--- src/hdl/sbpc_pkg.sv ---
`timescale 1ns / 1ps

package sbpc_pkg;

   localparam int MISMATCH_COST_DEF = 1000;

   localparam int DIV_NUM_W = 64;
   localparam int DIV_DEN_W = 48;
   localparam int DIV_CNT_W = 7;

   localparam logic [2:0] REG_Y_OFFSET    = 3'd0;
   localparam logic [2:0] REG_WEIGHT_X    = 3'd1;
   localparam logic [2:0] REG_WEIGHT_Y    = 3'd2;
   localparam logic [2:0] REG_WEIGHT_SIZE = 3'd3;
   localparam logic [2:0] REG_LIMIT_X     = 3'd4;
   localparam logic [2:0] REG_LIMIT_Y     = 3'd5;
   localparam logic [2:0] REG_LIMIT_SIZE  = 3'd6;
   localparam logic [2:0] REG_PENALTY     = 3'd7;

   localparam logic OP_LOAD    = 1'b0;
   localparam logic OP_COMPARE = 1'b1;

   typedef struct packed {
      logic                 start;
      logic [DIV_CNT_W-1:0] count;
   } div_ctl_type;

   // cos(k*pi/32) in q16
   function automatic logic [16:0] cos_lut(input logic [4:0] idx);
      logic [16:0] v;
      case (idx)
         5'd0:    v = 17'd65536;
         5'd1:    v = 17'd65220;
         5'd2:    v = 17'd64277;
         5'd3:    v = 17'd62714;
         5'd4:    v = 17'd60547;
         5'd5:    v = 17'd57798;
         5'd6:    v = 17'd54491;
         5'd7:    v = 17'd50660;
         5'd8:    v = 17'd46341;
         5'd9:    v = 17'd41576;
         5'd10:   v = 17'd36410;
         5'd11:   v = 17'd30893;
         5'd12:   v = 17'd25080;
         5'd13:   v = 17'd19024;
         5'd14:   v = 17'd12785;
         5'd15:   v = 17'd6424;
         default: v = 17'd0;
      endcase
      return v;
   endfunction

endpackage

--- src/hdl/stereo_box_pair_cost_core.sv ---
`timescale 1ns / 1ps

// Stereo box pair cost: one row of a stereo matching cost matrix.
// Request channel (req_valid / req_stall): op 0 loads the left box of the row
// without leaving idle, giving no response. Op 1 compares one right box with
// the stored left box and gives one response on rsp_valid / rsp_stall with
// the Q16.16 pair cost and the column.
// A compare keeps the core busy until its response is registered, and the
// next request is taken once it is idle again: one shared multiplier runs the area,
// geometry and weighting products one per cycle, and one bit-serial
// divider produces the y part (37 steps), the x ramp position (29 steps) and
// the two size divisions (64 steps each). Parts that fall out of range skip
// their division, so many compares finish sooner.
// req_stall is high while a compare is in progress. The response sits in an
// output register; while rsp_stall holds it, a new request can still be taken
// and worked on, and its response waits until the register frees.
// Configuration (csr_write, csr_index, csr_wdata) must be written by the user while idle; the core does not enforce it.
// Reset (synchronous) restores the register defaults and the empty row:
// frame -1, so a compare before any load costs at least the frame mismatch.
module stereo_box_pair_cost_core #(
   parameter int MISMATCH_COST = sbpc_pkg::MISMATCH_COST_DEF
) (
   input  logic              clock,
   input  logic              reset,
   input  logic              req_valid,
   output logic              req_stall,
   input  logic              req_op,
   input  logic signed [15:0] req_frame_index,
   input  logic [7:0]        req_class_label,
   input  logic [11:0]       req_box_left,
   input  logic [11:0]       req_box_top,
   input  logic [11:0]       req_box_width,
   input  logic [11:0]       req_box_height,
   input  logic signed [6:0] req_prior_column,
   input  logic [5:0]        req_column,
   output logic              rsp_valid,
   input  logic              rsp_stall,
   output logic [31:0]       rsp_pair_cost,
   output logic [5:0]        rsp_out_column,
   input  logic              csr_write,
   input  logic [2:0]        csr_index,
   input  logic [15:0]       csr_wdata
);
   import sbpc_pkg::*;

   localparam logic [31:0] COST_CM = 32'(MISMATCH_COST) << 16;

   typedef enum logic [4:0] {
      S_IDLE, S_AREA_L, S_AREA_R, S_GEO1, S_GEO2, S_NUM, S_DEN, S_YMUL,
      S_YDIV, S_YWAIT, S_XDIV, S_XWAIT, S_XINT, S_XMUL, S_SDIV, S_SWAIT1,
      S_SMUL, S_SMUL2, S_SDIV2, S_SWAIT2, S_SUM, S_PEN
   } state_type;

   state_type state_ff, state_in;

   logic signed [12:0] y_offset_ff, y_offset_in;
   logic [15:0] weight_x_ff, weight_x_in;
   logic [15:0] weight_y_ff, weight_y_in;
   logic [15:0] weight_size_ff, weight_size_in;
   logic [11:0] limit_x_ff, limit_x_in;
   logic [11:0] limit_y_ff, limit_y_in;
   logic [15:0] limit_size_ff, limit_size_in;
   logic [15:0] penalty_ff, penalty_in;

   logic [15:0] row_frame_ff, row_frame_in;
   logic [7:0]  row_label_ff, row_label_in;
   logic [13:0] row_cx2_ff, row_cx2_in;
   logic [13:0] row_cy2_ff, row_cy2_in;
   logic [11:0] row_width_ff, row_width_in;
   logic [11:0] row_height_ff, row_height_in;
   logic [6:0]  row_prior_ff, row_prior_in;

   logic [15:0] cur_frame_ff, cur_frame_in;
   logic [7:0]  cur_label_ff, cur_label_in;
   logic [13:0] cur_cx2_ff, cur_cx2_in;
   logic [13:0] cur_cy2_ff, cur_cy2_in;
   logic [11:0] cur_width_ff, cur_width_in;
   logic [11:0] cur_height_ff, cur_height_in;
   logic [5:0]  cur_col_ff, cur_col_in;

   logic [23:0] area_l_ff, area_l_in;
   logic [23:0] area_r_ff, area_r_in;
   logic [23:0] geo1_ff, geo1_in;
   logic [23:0] geo2_ff, geo2_in;
   logic [47:0] num_ff, num_in;
   logic [47:0] den_ff, den_in;
   logic [28:0] ymul_ff, ymul_in;
   logic [15:0] pos_ff, pos_in;
   logic [16:0] cosv_ff, cosv_in;
   logic [48:0] ratio_ff, ratio_in;
   logic [63:0] sprod_ff, sprod_in;
   logic [31:0] x_part_ff, x_part_in;
   logic [31:0] y_part_ff, y_part_in;
   logic [31:0] s_part_ff, s_part_in;
   logic [31:0] total_ff, total_in;

   logic        rsp_valid_ff, rsp_valid_in;
   logic [31:0] rsp_cost_ff, rsp_cost_in;
   logic [5:0]  rsp_col_ff, rsp_col_in;

   logic [31:0] mul_a;
   logic [23:0] mul_b;
   logic [55:0] prod;

   div_ctl_type          div_ctl;
   logic [DIV_NUM_W-1:0] div_num;
   logic [DIV_DEN_W-1:0] div_den;
   logic [DIV_NUM_W-1:0] div_quo;
   logic                 div_done;

   logic signed [14:0] dx;
   logic signed [15:0] dy;
   logic [15:0] gy;
   logic [12:0] lim_x2, lim_y2;
   logic        y_bad, size_bad, pen_apply, out_free;
   logic [11:0] max1_rw, max1_rh, max1_cw, max1_ch;
   logic [16:0] cos_hi, cos_lo;
   logic [34:0] sum;
   logic [39:0] pen_shift;

   sbpc_div u_div (
      .clock    (clock),
      .reset    (reset),
      .ctl      (div_ctl),
      .dividend (div_num),
      .divisor  (div_den),
      .quotient (div_quo),
      .done     (div_done)
   );

   assign prod = mul_a * mul_b;

   always_comb begin
      dx = $signed({1'b0, row_cx2_ff}) - $signed({1'b0, cur_cx2_ff});
      dy = $signed({2'b00, row_cy2_ff}) - $signed({2'b00, cur_cy2_ff})
           + $signed({{2{y_offset_ff[12]}}, y_offset_ff, 1'b0});
      gy = dy[15] ? 16'(-dy) : 16'(dy);
      lim_x2 = {limit_x_ff, 1'b0};
      lim_y2 = {limit_y_ff, 1'b0};
      y_bad = (weight_y_ff == 16'd0) || (gy >= {3'b000, lim_y2});
      size_bad = (area_l_ff == '0) || (area_r_ff == '0) || (limit_size_ff <= 16'd256);
      pen_apply = (row_prior_ff != 7'h7F) && (row_prior_ff != {1'b0, cur_col_ff});
      out_free = !rsp_valid_ff || !rsp_stall;
      max1_rw = (row_width_ff  == '0) ? 12'd1 : row_width_ff;
      max1_rh = (row_height_ff == '0) ? 12'd1 : row_height_ff;
      max1_cw = (cur_width_ff  == '0) ? 12'd1 : cur_width_ff;
      max1_ch = (cur_height_ff == '0) ? 12'd1 : cur_height_ff;
      cos_hi = cos_lut({1'b0, pos_ff[15:12]});
      cos_lo = cos_lut({1'b0, pos_ff[15:12]} + 5'd1);
      sum = 35'(x_part_ff) + 35'(y_part_ff) + 35'(s_part_ff)
            + (((row_frame_ff == cur_frame_ff) && ($signed(row_frame_ff) > 16'sd0))
               ? 35'd0 : 35'(COST_CM))
            + ((row_label_ff == cur_label_ff) ? 35'd0 : 35'(COST_CM));
      pen_shift = prod[47:8];

      // operand select for the shared multiplier
      mul_a = '0;
      mul_b = '0;
      case (state_ff)
         S_AREA_L: begin mul_a = 32'(row_width_ff); mul_b = 24'(row_height_ff); end
         S_AREA_R: begin mul_a = 32'(cur_width_ff); mul_b = 24'(cur_height_ff); end
         S_GEO1:   begin mul_a = 32'(max1_rh);      mul_b = 24'(max1_cw);       end
         S_GEO2:   begin mul_a = 32'(max1_rw);      mul_b = 24'(max1_ch);       end
         S_NUM: begin
            mul_a = 32'((area_l_ff > area_r_ff) ? area_l_ff : area_r_ff);
            mul_b = (geo1_ff > geo2_ff) ? geo1_ff : geo2_ff;
         end
         S_DEN: begin
            mul_a = 32'((area_l_ff < area_r_ff) ? area_l_ff : area_r_ff);
            mul_b = (geo1_ff < geo2_ff) ? geo1_ff : geo2_ff;
         end
         S_YMUL:  begin mul_a = 32'(weight_y_ff);       mul_b = 24'(gy);            end
         S_XINT:  begin mul_a = 32'(cos_hi - cos_lo);   mul_b = 24'(pos_ff[11:0]);  end
         S_XMUL:  begin mul_a = 32'(cosv_ff);           mul_b = 24'(weight_x_ff);   end
         // ratio times weight in two halves: low 32 bits, then the upper bits
         S_SMUL:  begin mul_a = ratio_ff[31:0];         mul_b = 24'(weight_size_ff); end
         S_SMUL2: begin mul_a = 32'(ratio_ff[48:32]);   mul_b = 24'(weight_size_ff); end
         S_PEN:   begin mul_a = total_ff;               mul_b = 24'(penalty_ff);    end
         default: begin mul_a = '0;                     mul_b = '0;                 end
      endcase
   end

   always_comb begin
      state_in       = state_ff;
      y_offset_in    = y_offset_ff;
      weight_x_in    = weight_x_ff;
      weight_y_in    = weight_y_ff;
      weight_size_in = weight_size_ff;
      limit_x_in     = limit_x_ff;
      limit_y_in     = limit_y_ff;
      limit_size_in  = limit_size_ff;
      penalty_in     = penalty_ff;
      row_frame_in   = row_frame_ff;
      row_label_in   = row_label_ff;
      row_cx2_in     = row_cx2_ff;
      row_cy2_in     = row_cy2_ff;
      row_width_in   = row_width_ff;
      row_height_in  = row_height_ff;
      row_prior_in   = row_prior_ff;
      cur_frame_in   = cur_frame_ff;
      cur_label_in   = cur_label_ff;
      cur_cx2_in     = cur_cx2_ff;
      cur_cy2_in     = cur_cy2_ff;
      cur_width_in   = cur_width_ff;
      cur_height_in  = cur_height_ff;
      cur_col_in     = cur_col_ff;
      area_l_in      = area_l_ff;
      area_r_in      = area_r_ff;
      geo1_in        = geo1_ff;
      geo2_in        = geo2_ff;
      num_in         = num_ff;
      den_in         = den_ff;
      ymul_in        = ymul_ff;
      pos_in         = pos_ff;
      cosv_in        = cosv_ff;
      ratio_in       = ratio_ff;
      sprod_in       = sprod_ff;
      x_part_in      = x_part_ff;
      y_part_in      = y_part_ff;
      s_part_in      = s_part_ff;
      total_in       = total_ff;
      rsp_valid_in   = rsp_valid_ff && rsp_stall;
      rsp_cost_in    = rsp_cost_ff;
      rsp_col_in     = rsp_col_ff;
      div_ctl        = '0;
      div_num        = '0;
      div_den        = '0;

      if (csr_write) begin
         unique case (csr_index)
            REG_Y_OFFSET:    y_offset_in    = $signed(csr_wdata[12:0]);
            REG_WEIGHT_X:    weight_x_in    = csr_wdata;
            REG_WEIGHT_Y:    weight_y_in    = csr_wdata;
            REG_WEIGHT_SIZE: weight_size_in = csr_wdata;
            REG_LIMIT_X:     limit_x_in     = csr_wdata[11:0];
            REG_LIMIT_Y:     limit_y_in     = csr_wdata[11:0];
            REG_LIMIT_SIZE:  limit_size_in  = csr_wdata;
            REG_PENALTY:     penalty_in     = csr_wdata;
            default:         penalty_in     = penalty_ff;
         endcase
      end

      unique case (state_ff)
         S_IDLE: begin
            if (req_valid) begin
               if (req_op == OP_LOAD) begin
                  row_frame_in  = req_frame_index;
                  row_label_in  = req_class_label;
                  row_cx2_in    = 14'({req_box_left, 1'b0}) + 14'(req_box_width);
                  row_cy2_in    = 14'({req_box_top, 1'b0}) + 14'(req_box_height);
                  row_width_in  = req_box_width;
                  row_height_in = req_box_height;
                  row_prior_in  = req_prior_column;
               end else begin
                  cur_frame_in  = req_frame_index;
                  cur_label_in  = req_class_label;
                  cur_cx2_in    = 14'({req_box_left, 1'b0}) + 14'(req_box_width);
                  cur_cy2_in    = 14'({req_box_top, 1'b0}) + 14'(req_box_height);
                  cur_width_in  = req_box_width;
                  cur_height_in = req_box_height;
                  cur_col_in    = req_column;
                  state_in      = S_AREA_L;
               end
            end
         end
         S_AREA_L: begin area_l_in = prod[23:0]; state_in = S_AREA_R; end
         S_AREA_R: begin area_r_in = prod[23:0]; state_in = S_GEO1;   end
         S_GEO1:   begin geo1_in   = prod[23:0]; state_in = S_GEO2;   end
         S_GEO2:   begin geo2_in   = prod[23:0]; state_in = S_NUM;    end
         S_NUM:    begin num_in    = prod[47:0]; state_in = S_DEN;    end
         S_DEN:    begin den_in    = prod[47:0]; state_in = S_YMUL;   end
         S_YMUL:   begin ymul_in   = prod[28:0]; state_in = S_YDIV;   end
         S_YDIV: begin
            if (y_bad) begin
               y_part_in = COST_CM;
               state_in  = S_XDIV;
            end else begin
               div_ctl.start = 1'b1;
               div_ctl.count = DIV_CNT_W'(37);
               div_num       = {ymul_ff, 8'd0, 27'd0};
               div_den       = DIV_DEN_W'(lim_y2);
               state_in      = S_YWAIT;
            end
         end
         S_YWAIT: begin
            if (div_done) begin
               y_part_in = 32'(div_quo[23:0]);
               state_in  = S_XDIV;
            end
         end
         S_XDIV: begin
            state_in = S_SDIV;
            if (dx[14]) begin
               x_part_in = COST_CM;
            end else if (limit_x_ff == '0) begin
               x_part_in = 32'({weight_x_ff, 8'd0});
            end else if (15'(dx) >= {2'b00, lim_x2}) begin
               x_part_in = '0;
            end else begin
               div_ctl.start = 1'b1;
               div_ctl.count = DIV_CNT_W'(29);
               div_num       = {dx[12:0], 16'd0, 35'd0};
               div_den       = DIV_DEN_W'(lim_x2);
               state_in      = S_XWAIT;
            end
         end
         S_XWAIT: begin
            if (div_done) begin
               pos_in   = div_quo[15:0];
               state_in = S_XINT;
            end
         end
         S_XINT: begin
            // truncating linear interpolation between table points
            cosv_in  = cos_hi - 17'(prod[28:12]);
            state_in = S_XMUL;
         end
         S_XMUL: begin
            x_part_in = 32'(prod[32:8]);
            state_in  = S_SDIV;
         end
         S_SDIV: begin
            if (size_bad) begin
               s_part_in = COST_CM;
               state_in  = S_SUM;
            end else begin
               div_ctl.start = 1'b1;
               div_ctl.count = DIV_CNT_W'(64);
               div_num       = {num_ff - den_ff, 16'd0};
               div_den       = den_ff;
               state_in      = S_SWAIT1;
            end
         end
         S_SWAIT1: begin
            if (div_done) begin
               ratio_in = (div_quo[63:48] != '0) ? {1'b1, 48'd0} : {1'b0, div_quo[47:0]};
               state_in = S_SMUL;
            end
         end
         S_SMUL: begin
            sprod_in = 64'(prod[47:0]);
            state_in = S_SMUL2;
         end
         S_SMUL2: begin
            // the ratio is at most 2^48, so the upper product stays within 32 bits
            sprod_in = sprod_ff + {prod[31:0], 32'd0};
            state_in = S_SDIV2;
         end
         S_SDIV2: begin
            div_ctl.start = 1'b1;
            div_ctl.count = DIV_CNT_W'(64);
            div_num       = sprod_ff;
            div_den       = DIV_DEN_W'(limit_size_ff - 16'd256);
            state_in      = S_SWAIT2;
         end
         S_SWAIT2: begin
            if (div_done) begin
               s_part_in = (div_quo[63:32] != '0) ? '1 : div_quo[31:0];
               state_in  = S_SUM;
            end
         end
         S_SUM: begin
            total_in = (sum[34:32] != '0) ? '1 : sum[31:0];
            state_in = S_PEN;
         end
         S_PEN: begin
            if (out_free) begin
               rsp_valid_in = 1'b1;
               rsp_col_in   = cur_col_ff;
               if (pen_apply) begin
                  rsp_cost_in = (pen_shift[39:32] != '0) ? '1 : pen_shift[31:0];
               end else begin
                  rsp_cost_in = total_ff;
               end
               state_in = S_IDLE;
            end
         end
         default: state_in = S_IDLE;
      endcase
   end

   always_ff @(posedge clock) begin
      if (reset) begin
         state_ff       <= S_IDLE;
         rsp_valid_ff   <= 1'b0;
         y_offset_ff    <= '0;
         weight_x_ff    <= 16'd256;
         weight_y_ff    <= 16'd256;
         weight_size_ff <= 16'd256;
         limit_x_ff     <= 12'd256;
         limit_y_ff     <= 12'd16;
         limit_size_ff  <= 16'd512;
         penalty_ff     <= 16'd512;
         row_frame_ff   <= '1;
         row_label_ff   <= '0;
         row_cx2_ff     <= '0;
         row_cy2_ff     <= '0;
         row_width_ff   <= '0;
         row_height_ff  <= '0;
         row_prior_ff   <= '1;
      end else begin
         state_ff       <= state_in;
         rsp_valid_ff   <= rsp_valid_in;
         y_offset_ff    <= y_offset_in;
         weight_x_ff    <= weight_x_in;
         weight_y_ff    <= weight_y_in;
         weight_size_ff <= weight_size_in;
         limit_x_ff     <= limit_x_in;
         limit_y_ff     <= limit_y_in;
         limit_size_ff  <= limit_size_in;
         penalty_ff     <= penalty_in;
         row_frame_ff   <= row_frame_in;
         row_label_ff   <= row_label_in;
         row_cx2_ff     <= row_cx2_in;
         row_cy2_ff     <= row_cy2_in;
         row_width_ff   <= row_width_in;
         row_height_ff  <= row_height_in;
         row_prior_ff   <= row_prior_in;
      end
      cur_frame_ff  <= cur_frame_in;
      cur_label_ff  <= cur_label_in;
      cur_cx2_ff    <= cur_cx2_in;
      cur_cy2_ff    <= cur_cy2_in;
      cur_width_ff  <= cur_width_in;
      cur_height_ff <= cur_height_in;
      cur_col_ff    <= cur_col_in;
      area_l_ff     <= area_l_in;
      area_r_ff     <= area_r_in;
      geo1_ff       <= geo1_in;
      geo2_ff       <= geo2_in;
      num_ff        <= num_in;
      den_ff        <= den_in;
      ymul_ff       <= ymul_in;
      pos_ff        <= pos_in;
      cosv_ff       <= cosv_in;
      ratio_ff      <= ratio_in;
      sprod_ff      <= sprod_in;
      x_part_ff     <= x_part_in;
      y_part_ff     <= y_part_in;
      s_part_ff     <= s_part_in;
      total_ff      <= total_in;
      rsp_cost_ff   <= rsp_cost_in;
      rsp_col_ff    <= rsp_col_in;
   end

   assign req_stall      = state_ff != S_IDLE;
   assign rsp_valid      = rsp_valid_ff;
   assign rsp_pair_cost  = rsp_cost_ff;
   assign rsp_out_column = rsp_col_ff;

endmodule

--- src/hdl/sbpc_div.sv ---
`timescale 1ns / 1ps

module sbpc_div (
   input  logic                                clock,
   input  logic                                reset,
   input  sbpc_pkg::div_ctl_type               ctl,
   input  logic [sbpc_pkg::DIV_NUM_W-1:0]      dividend,
   input  logic [sbpc_pkg::DIV_DEN_W-1:0]      divisor,
   output logic [sbpc_pkg::DIV_NUM_W-1:0]      quotient,
   output logic                                done
);
   import sbpc_pkg::*;

   logic [DIV_DEN_W-1:0] rem_ff, rem_in;
   logic [DIV_DEN_W-1:0] den_ff, den_in;
   logic [DIV_NUM_W-1:0] num_ff, num_in;
   logic [DIV_NUM_W-1:0] quo_ff, quo_in;
   logic [DIV_CNT_W-1:0] cnt_ff, cnt_in;
   logic                 done_ff, done_in;
   logic [DIV_DEN_W:0]   shifted;
   logic [DIV_DEN_W:0]   trial;
   logic                 ge;

   // restoring division, one quotient bit a cycle, dividend arrives msb aligned
   always_comb begin
      shifted = {rem_ff, num_ff[DIV_NUM_W-1]};
      trial   = shifted - {1'b0, den_ff};
      ge      = shifted >= {1'b0, den_ff};
      rem_in  = rem_ff;
      den_in  = den_ff;
      num_in  = num_ff;
      quo_in  = quo_ff;
      cnt_in  = cnt_ff;
      done_in = 1'b0;
      if (ctl.start) begin
         rem_in = '0;
         den_in = divisor;
         num_in = dividend;
         quo_in = '0;
         cnt_in = ctl.count;
      end else if (cnt_ff != '0) begin
         rem_in  = ge ? trial[DIV_DEN_W-1:0] : shifted[DIV_DEN_W-1:0];
         num_in  = {num_ff[DIV_NUM_W-2:0], 1'b0};
         quo_in  = {quo_ff[DIV_NUM_W-2:0], ge};
         cnt_in  = cnt_ff - 1'b1;
         done_in = cnt_ff == DIV_CNT_W'(1);
      end
   end

   always_ff @(posedge clock) begin
      if (reset) begin
         cnt_ff  <= '0;
         done_ff <= 1'b0;
      end else begin
         cnt_ff  <= cnt_in;
         done_ff <= done_in;
      end
      rem_ff <= rem_in;
      den_ff <= den_in;
      num_ff <= num_in;
      quo_ff <= quo_in;
   end

   assign quotient = quo_ff;
   assign done     = done_ff;

endmodule

--- config.mk ---
export PLATFORM = sky130hd
export DESIGN_NAME = stereo_box_pair_cost_core
export DESIGN_NICKNAME = d
export VERILOG_FILES = /design/src/hdl/sbpc_pkg.sv /design/src/hdl/stereo_box_pair_cost_core.sv /design/src/hdl/sbpc_div.sv
export SDC_FILE = /design/constraint.sdc
export NUM_CORES = 2
export LEC_CHECK = 0
export BUFFER_PORTS_ARGS = -buffer_cell sky130_fd_sc_hd__clkbuf_2
export CORE_MARGIN = 1
export CORE_UTILIZATION = 55
export CTS_CLUSTER_DIAMETER = 150
export DETAILED_ROUTE_END_ITERATION = 12
export PLACE_DENSITY = 0.71
export SLEW_MARGIN = 20
export SYNTH_ARGS = -nofsm -noshare
export SYNTH_HDL_FRONTEND = slang
export SYNTH_SLANG_ARGS = --single-unit
--- constraint.sdc ---
create_clock -name clock -period 38.8 [get_ports clock]
set_clock_uncertainty 0.2 [all_clocks]
set_input_delay 3.88 -clock clock [delete_from_list [all_inputs] [get_ports clock]]
set_output_delay 3.88 -clock clock [all_outputs]
set_load 0.1 [all_outputs]
* After elaboration in Yosys (flattened, before gate mapping)
Memory sizes are Yosys's and may differ from the RTL's. A register that Yosys moved wholly into a read port is not among the register bits. Index checks and enable logic that the tools add are counted. W data, S select, Z words.
Operators by class: $add $sub $neg 18, multipliers 1, magnitude comparators 9, equality and inequality tests 43, multiplexer cells 68, bitwise logic cells 2, reductions and logical operators 49
Operators by type and width (count):
- $mux W64 | 7
- $pmux W32 S12 | 1
- $mux W32 | 10
- $pmux W24 S11 | 1
- $pmux W64 S4 | 1
- $pmux W32 S2 | 3
- $pmux W48 S4 | 1
- $pmux W64 S2 | 1
- $pmux W5 S22 | 1
- $mux W24 | 4
- $mux W48 | 2
- $sub A48 B48 Y48 | 2
- $add A64 B64 Y64 | 1
- $logic_not A12 Y1 | 5
- $mux W13 | 4
- $mux W26 | 2
- $ge A49 B48 Y1 | 1
- $mux W49 | 1
- $gt A24 B24 Y1 | 2
- $logic_not A24 Y1 | 2
- $lt A24 B24 Y1 | 2
- $mul A32 B24 Y48 | 1
- $mux W12 | 4
- $eq A5 B4 Y1 const B | 8
- other kinds (61) | 123
Word-level totals: register bits 1053, ROM bits 544, input port bits 110, output and inout bits 40, logic and storage cells 240, memories kept 2
Memories:
- (no name shown) | words 16, width 17, read ports 1, clocked after Yosys merged registers in 1, write ports 0, RTL line sbpc_pkg.sv:31 | case (idx)
- (no name shown) | words 16, width 17, read ports 1, clocked after Yosys merged registers in 0, write ports 0, RTL line sbpc_pkg.sv:31

* Logic depth before layout (Yosys ltp)
depth after elaboration 9, gate-level depth with buffers 58, depth with buffers taken out 57

* Hierarchy
From an unflattened synthesis, not the netlist that was laid out.
Unflattened totals: cell total of the unflattened synthesis 8839, area total of the unflattened synthesis 83998.1 um2
Modules (own cells, without submodules):
- stereo_box_pair_cost_core | instances 1, cells each 7585, area each 72077.9 um2, seq. area each 22441.5 um2
- sbpc_div | instances 1, cells each 1254, area each 11920.2 um2, seq. area each 5765.5 um2

* Least setup slack after synthesis
OpenSTA, ideal clock, no wires.
kind register -> register, from register cur_cy2_ff[0], to register sprod_ff[63] (data pin), setup time 0.265 ns, data arrival time 12.200 ns, setup slack 26.135 ns, stages on the path, launching flop included 53, path buffers 1, path through edfxtp_1 > ha_1 > inv_1 > fa_1 > a21o_1 > a21oi_1 > o21ai_0 > a21oi_1 > o21bai_1 > a21oi_1 > o21bai_1 > a2111oi_0 > nor3_1 > xor2_1 > ha_1 > or3_1 > o311ai_0 > a21boi_1 > [17 not listed] > ha_1 > a21o_1 > a22o_1 > o311ai_0 > nand2_1 > a21oi_1 > o21ai_0 > a21oi_1 > xor2_1 > inv_1 > ha_1 > a21o_1 > a21oi_1 > o21ai_0 > a22o_1 > a211o_1 > a21oi_1 > nor3b_1
On the way: word-level cells in the longest chain between the ends 8
RTL lines:
- start: declaration | RTL line stereo_box_pair_cost_core.sv:76 | logic [13:0] cur_cy2_ff, cur_cy2_in;
- start signal: assignment | RTL line stereo_box_pair_cost_core.sv:423 | cur_cy2_ff <= cur_cy2_in;
- $sub A14 B14 Y15 * | RTL line stereo_box_pair_cost_core.sv:135 | dy = $signed({2'b00, row_cy2_ff}) - $signed({2'b00, cur_cy2_ff})
- $add A15 B14 Y16 * | RTL line stereo_box_pair_cost_core.sv:136 | + $signed({{2{y_offset_ff[12]}}, y_offset_ff, 1'b0});
- $neg A16 Y16 | RTL line stereo_box_pair_cost_core.sv:137 | gy = dy[15] ? 16'(-dy) : 16'(dy);
- $mux W16 * | RTL line stereo_box_pair_cost_core.sv:137
- $pmux W24 S11 * | RTL line stereo_box_pair_cost_core.sv:159 | case (state_ff)
- $mul A32 B24 Y48 * | RTL line stereo_box_pair_cost_core.sv:131 | assign prod = mul_a * mul_b;
- via prod[23] | RTL line stereo_box_pair_cost_core.sv:103 | logic [55:0] prod;
- $add A64 B64 Y64 * | RTL line stereo_box_pair_cost_core.sv:346 | sprod_in = sprod_ff + {prod[31:0], 32'd0};
- $pmux W64 S2 * | RTL line stereo_box_pair_cost_core.sv:243 | unique case (state_ff)
- end signal: assignment | RTL line stereo_box_pair_cost_core.sv:437 | sprod_ff <= sprod_in;
- end: declaration | RTL line stereo_box_pair_cost_core.sv:91 | logic [63:0] sprod_ff, sprod_in;
The timed path passes the listed nets; every way through them passes the cells marked *. A chain may end at the register's enable or synchronous reset.

* Final worst setup path
from register cur_cy2_ff[0], to register rsp_cost_ff[17] (netlist: rsp_pair_cost[17]) (data pin)
On the way: word-level cells in the longest chain between the ends 9
RTL lines:
- $sub A14 B14 Y15 * | RTL line stereo_box_pair_cost_core.sv:135
- $add A15 B14 Y16 * | RTL line stereo_box_pair_cost_core.sv:136
- $neg A16 Y16 | RTL line stereo_box_pair_cost_core.sv:137
- $mux W16 * | RTL line stereo_box_pair_cost_core.sv:137
- $pmux W24 S11 * | RTL line stereo_box_pair_cost_core.sv:159
- $mul A32 B24 Y48 * | RTL line stereo_box_pair_cost_core.sv:131
- $reduce_bool A8 Y1 | RTL line stereo_box_pair_cost_core.sv:371 | rsp_cost_in = (pen_shift[39:32] != '0) ? '1 : pen_shift[31:0];
- $mux W32 * | RTL line stereo_box_pair_cost_core.sv:371
- $mux W32 * | RTL line stereo_box_pair_cost_core.sv:370 | if (pen_apply) begin
- end signal: assignment | RTL line stereo_box_pair_cost_core.sv:442 | rsp_cost_ff <= rsp_cost_in;
- end: declaration | RTL line stereo_box_pair_cost_core.sv:98 | logic [31:0] rsp_cost_ff, rsp_cost_in;
Mark *: on every way between the ends. The rest lies on a longest branch, timed or not.

==> qor.csv <==
stage,metric,value,unit
die,fp.coreArea,148000,um^2
worst_setup_path,crit_type,reg2reg,
clock_network,htreeDepth,3,
synth,syn_avg_cell_area,9.47,um^2
synth,synth_flop_cell,edfxtp_1,
clock_network,clk_latency,0.81,ns
clock_network,hold_buffers,0,
finish,layout_common_cells,"1204 x nand2_1, 1087 x inv_1, 712 x edfxtp_1",
route,routed_via_density,6.26,
die,rows,141,
power,p_int,2.57,mW
clock_network,cts_buffers,114,
finish,fin_area,89100,um^2
worst_setup_path,cp-start-kind,register,
synth,synth-simple-area-share,14.6,%
finish,fill_cells,12500,
route,wirelength,275000,um
worst_setup_path,critPathSlowestCell,xnor2_1,
place,dpl_cell_area,85200,um^2
synth,synthAdderAreaFrac,24.6,%
timing,grt_setup_unrepaired,false,
global_route,grt_pass1_vias,65200,
flow_run,cap_violations,0,
synth,ys_warn_count,0,
synth,async_flop_share,0,%
power,p_leak,37.2,nW
worst_hold_path,hp-start,limit_y_ff[1]$_SDFFE_PP0P_,
worst_setup_path,r2r_start,cur_cy2_ff[0]$_DFFE_PP_,
global_route,antenna_found_initial,20,
synth,synth-xor-area-share,2.87,%
finish,drive_above_1_share,7.32,%
die,die_w,388,um
run_status,outcome,finished clean,
route,drtAntennaViolNets,0,
power,pwr-share-comb,37.9,%
timing,layout_setup_ws,23.80,ns
clock_network,cts_setup_buffers,0,
die,die-area,150000,um^2
worst_setup_path,cp.arrival,15.31,ns
route,first_iter_violations,7492,
finish,final_core_util,60.4,%
finish,seq_area,28200,um^2
power,power.density,47.6,nW/um^2
power,peakVddDrop,0.0572,mV
synth,synth_cell_types,97,
timing,worst_pin_slew,1.25,ns
timing,whs,0.256,ns
global_route,grt_max_degree,98,
worst_setup_path,ff2ff_path_depth,48,
die,initial_core_util,55.4,%
clock_network,path_clk_slew,0.06,ns
place,dp_slack,23.99,ns
worst_setup_path,r2r-end,rsp_pair_cost[17]$_DFFE_PP_,
worst_setup_path,crit_top_cell,fa_1,
route,post-route-drc-count,0,
route,drt_first_pass_iters,10,
finish,multiInputGateArea,48500,um^2
place,gp_congestion,0.987,
worst_hold_path,holdPathStages,2,
route,vias,67100,
clock_network,clock-sinks,1053,
die,pin_count,150,
synth,synth_compound_area_share,15.2,%
worst_setup_path,critical_path.max_stage_delay,0.93,ns
synth,seq_area_frac_synth,34.5,%
timing,period_minus_slack,15.00,ns
finish,area_delta_synth_final,8.93,%
route,post_drt_wl_per_cell,25.7,um
die,die_height,388,um
worst_setup_path,crit_fanout,32,
global_route,grt-ovfl-total,0,
timing,setup_viol,0,
power,pwr-share-clk,26.8,%
worst_hold_path,whs_endpoint,limit_y_ff[1]$_SDFFE_PP0P_,
synth,synth_edf_count,712,
timing,max_freq,66.7,MHz
worst_setup_path,r2r_setup_slack,23.80,ns
clock_network,cts-resized-gates,0,
synth,synth_mux_area_share,1.20,%
timing,final_max_slew_viol_count,0,
timing,hold_viol,0,
clock_network,cts_tree,built,
synth,synth_top_family_by_area,adder cells,
synth,postSynthCellCount,8641,
synth,syn_area,81800,um^2
finish,fin_nets,9995,
clock_network,root_buffer,clkbuf_16,
worst_hold_path,min_path_type,reg2reg,
finish,layout_commonest_cell,nand2_1,
power,finalPower,4.25,mW
finish,fin_cells,10700,
worst_setup_path,end_kind,register,
place,hpwlAfterDp,206000,um
timing,fin_setup_tns,0,ns
power,switchingPower,1.68,mW
global_route,grt_use_total,36.2,%
place,place_inst,10500,
power,switching_share,39.5,%
timing,period_share,38.7,%
timing,max-slew-margin-rel,16.7,%
clock_network,cts_buffer_depth,3,
global_route,grt_pass1_wl,409000,um
synth,yosys_register_bits,1053,
power,seqPwrFrac,35.3,%
worst_setup_path,cp_data_required_time,39.12,ns
place,portBuffers,149,
## sequential cells by signal (all words and copies together), names as in the netlist, 26 cells and up
name / cells
u_div.num_ff: 64
ymul_ff: 29
sprod_ff: 64
u_div.den_ff: 48
u_div.quotient: 64
total_ff: 32
x_part_ff: 26
s_part_ff: 32
u_div.rem_ff: 48
rsp_pair_cost: 32
num_ff: 48
den_ff: 48
ratio_ff: 49
## layout make-up
cell class / instances / share of cell area, %
Clock inverter: 65 / 0.867
Multi-Input combinational cell: 6106 / 54.4
Antenna cell: 11 / 0.0309
Inverter: 1093 / 4.61
Timing Repair Buffer: 314 / 2.26
Clock buffer: 148 / 3.53
Sequential cell: 1053 / 31.6
Tap cell: 1930 / 2.71
## worst max-delay path, delay by kind of cell, from the launching register on
family | cells | cell delay (ns)
AOI/OAI and AO/OA | 18 | 4.63
and+or+nand+nor | 7 | 2.21
DFF | 1 | 0.40
xor gates and xnor gates | 3 | 1.27
buffers and inverters | 9 | 1.16
adders and majority gates | 11 | 4.75
## per-layer routing
metal | share of wire, % | up-vias | track usage, %
met1 | 39 | 32900 | 48.8
met2 | 43 | 3655 | 54.6
met4 | 6.2 | 16 | 18.7
met3 | 11 | 849 | 8.48
met5 | 0.037 | - | 0
li1 | - | 29600 | -
## power by group through the flow
stage	sequential, mW	clock [mW]	combinational [mW]
finish	1.50	1.14	1.61
CTS	1.49	1.15	1.57
floorplan	1.48	0	1.04
global route	1.51	1.19	1.73
detailed placement	1.52	0	1.56
global placement	1.51	0	1.53
## cells in the mapped netlist, types with 32 or more instances
| master | number | area (um^2) |
|---|---|---|
| a211oi_1 | 76 | 571 |
| a21boi_0 | 61 | 458 |
| a21o_1 | 142 | 1070 |
| a21oi_1 | 601 | 3010 |
| a221o_1 | 63 | 631 |
| a221oi_1 | 35 | 307 |
| a222oi_1 | 37 | 370 |
| a22oi_1 | 44 | 330 |
| and2_1 | 142 | 888 |
| and3_1 | 54 | 338 |
| clkbuf_1 | 355 | 1330 |
| dfxtp_1 | 341 | 6830 |
| edfxtp_1 | 712 | 21400 |
| fa_1 | 681 | 13600 |
| ha_1 | 522 | 6530 |
| inv_1 | 1091 | 4100 |
| mux2i_1 | 79 | 791 |
| nand2_1 | 1207 | 4530 |
| nand2b_1 | 66 | 413 |
| nand3_1 | 122 | 611 |
| nand3b_1 | 40 | 300 |
| nand4_1 | 53 | 332 |
| nor2_1 | 473 | 1780 |
| nor2b_1 | 121 | 757 |
| nor3_1 | 144 | 721 |
| nor4_1 | 65 | 407 |
| o211ai_1 | 44 | 330 |
| o21a_1 | 58 | 435 |
| o21ai_0 | 407 | 2040 |
| o21bai_1 | 32 | 240 |
| or3_1 | 37 | 231 |
| xnor2_1 | 150 | 1310 |
| xor2_1 | 118 | 1030 |
## kinds of logic after synthesis
family                   after synthesis
buffers and inverters               1508
AO/OA/AOI/OAI                       1902
AND/OR/NAND/NOR                     2609
multiplexers                          96
XOR/XNOR                             268
other                                  2
flip-flops                          1053
adder cells (fa/ha/maj)             1203
## worst max-delay path by stage
| stage | from | to | slack, ns | depth (start not counted) |
|---|---|---|---|---|
| after global placement | cur_cy2_ff[0]$_DFFE_PP_ | rsp_pair_cost[17]$_DFFE_PP_ | 24.12 | 48 |
| after global routing | cur_cy2_ff[0]$_DFFE_PP_ | rsp_pair_cost[17]$_DFFE_PP_ | 23.26 | 48 |
| after detailed placement | cur_cy2_ff[0]$_DFFE_PP_ | rsp_pair_cost[17]$_DFFE_PP_ | 23.99 | 48 |
| after CTS | cur_cy2_ff[0]$_DFFE_PP_ | rsp_pair_cost[17]$_DFFE_PP_ | 24.00 | 44 |
| after floorplan | cur_cy2_ff[0]$_DFFE_PP_ | sprod_ff[63]$_SDFFCE_PP0N_ | 26.14 | 52 |
| final | cur_cy2_ff[0]$_DFFE_PP_ | rsp_pair_cost[17]$_DFFE_PP_ | 23.80 | 48 |
Note: power is estimated with default switching activity, not from simulation.
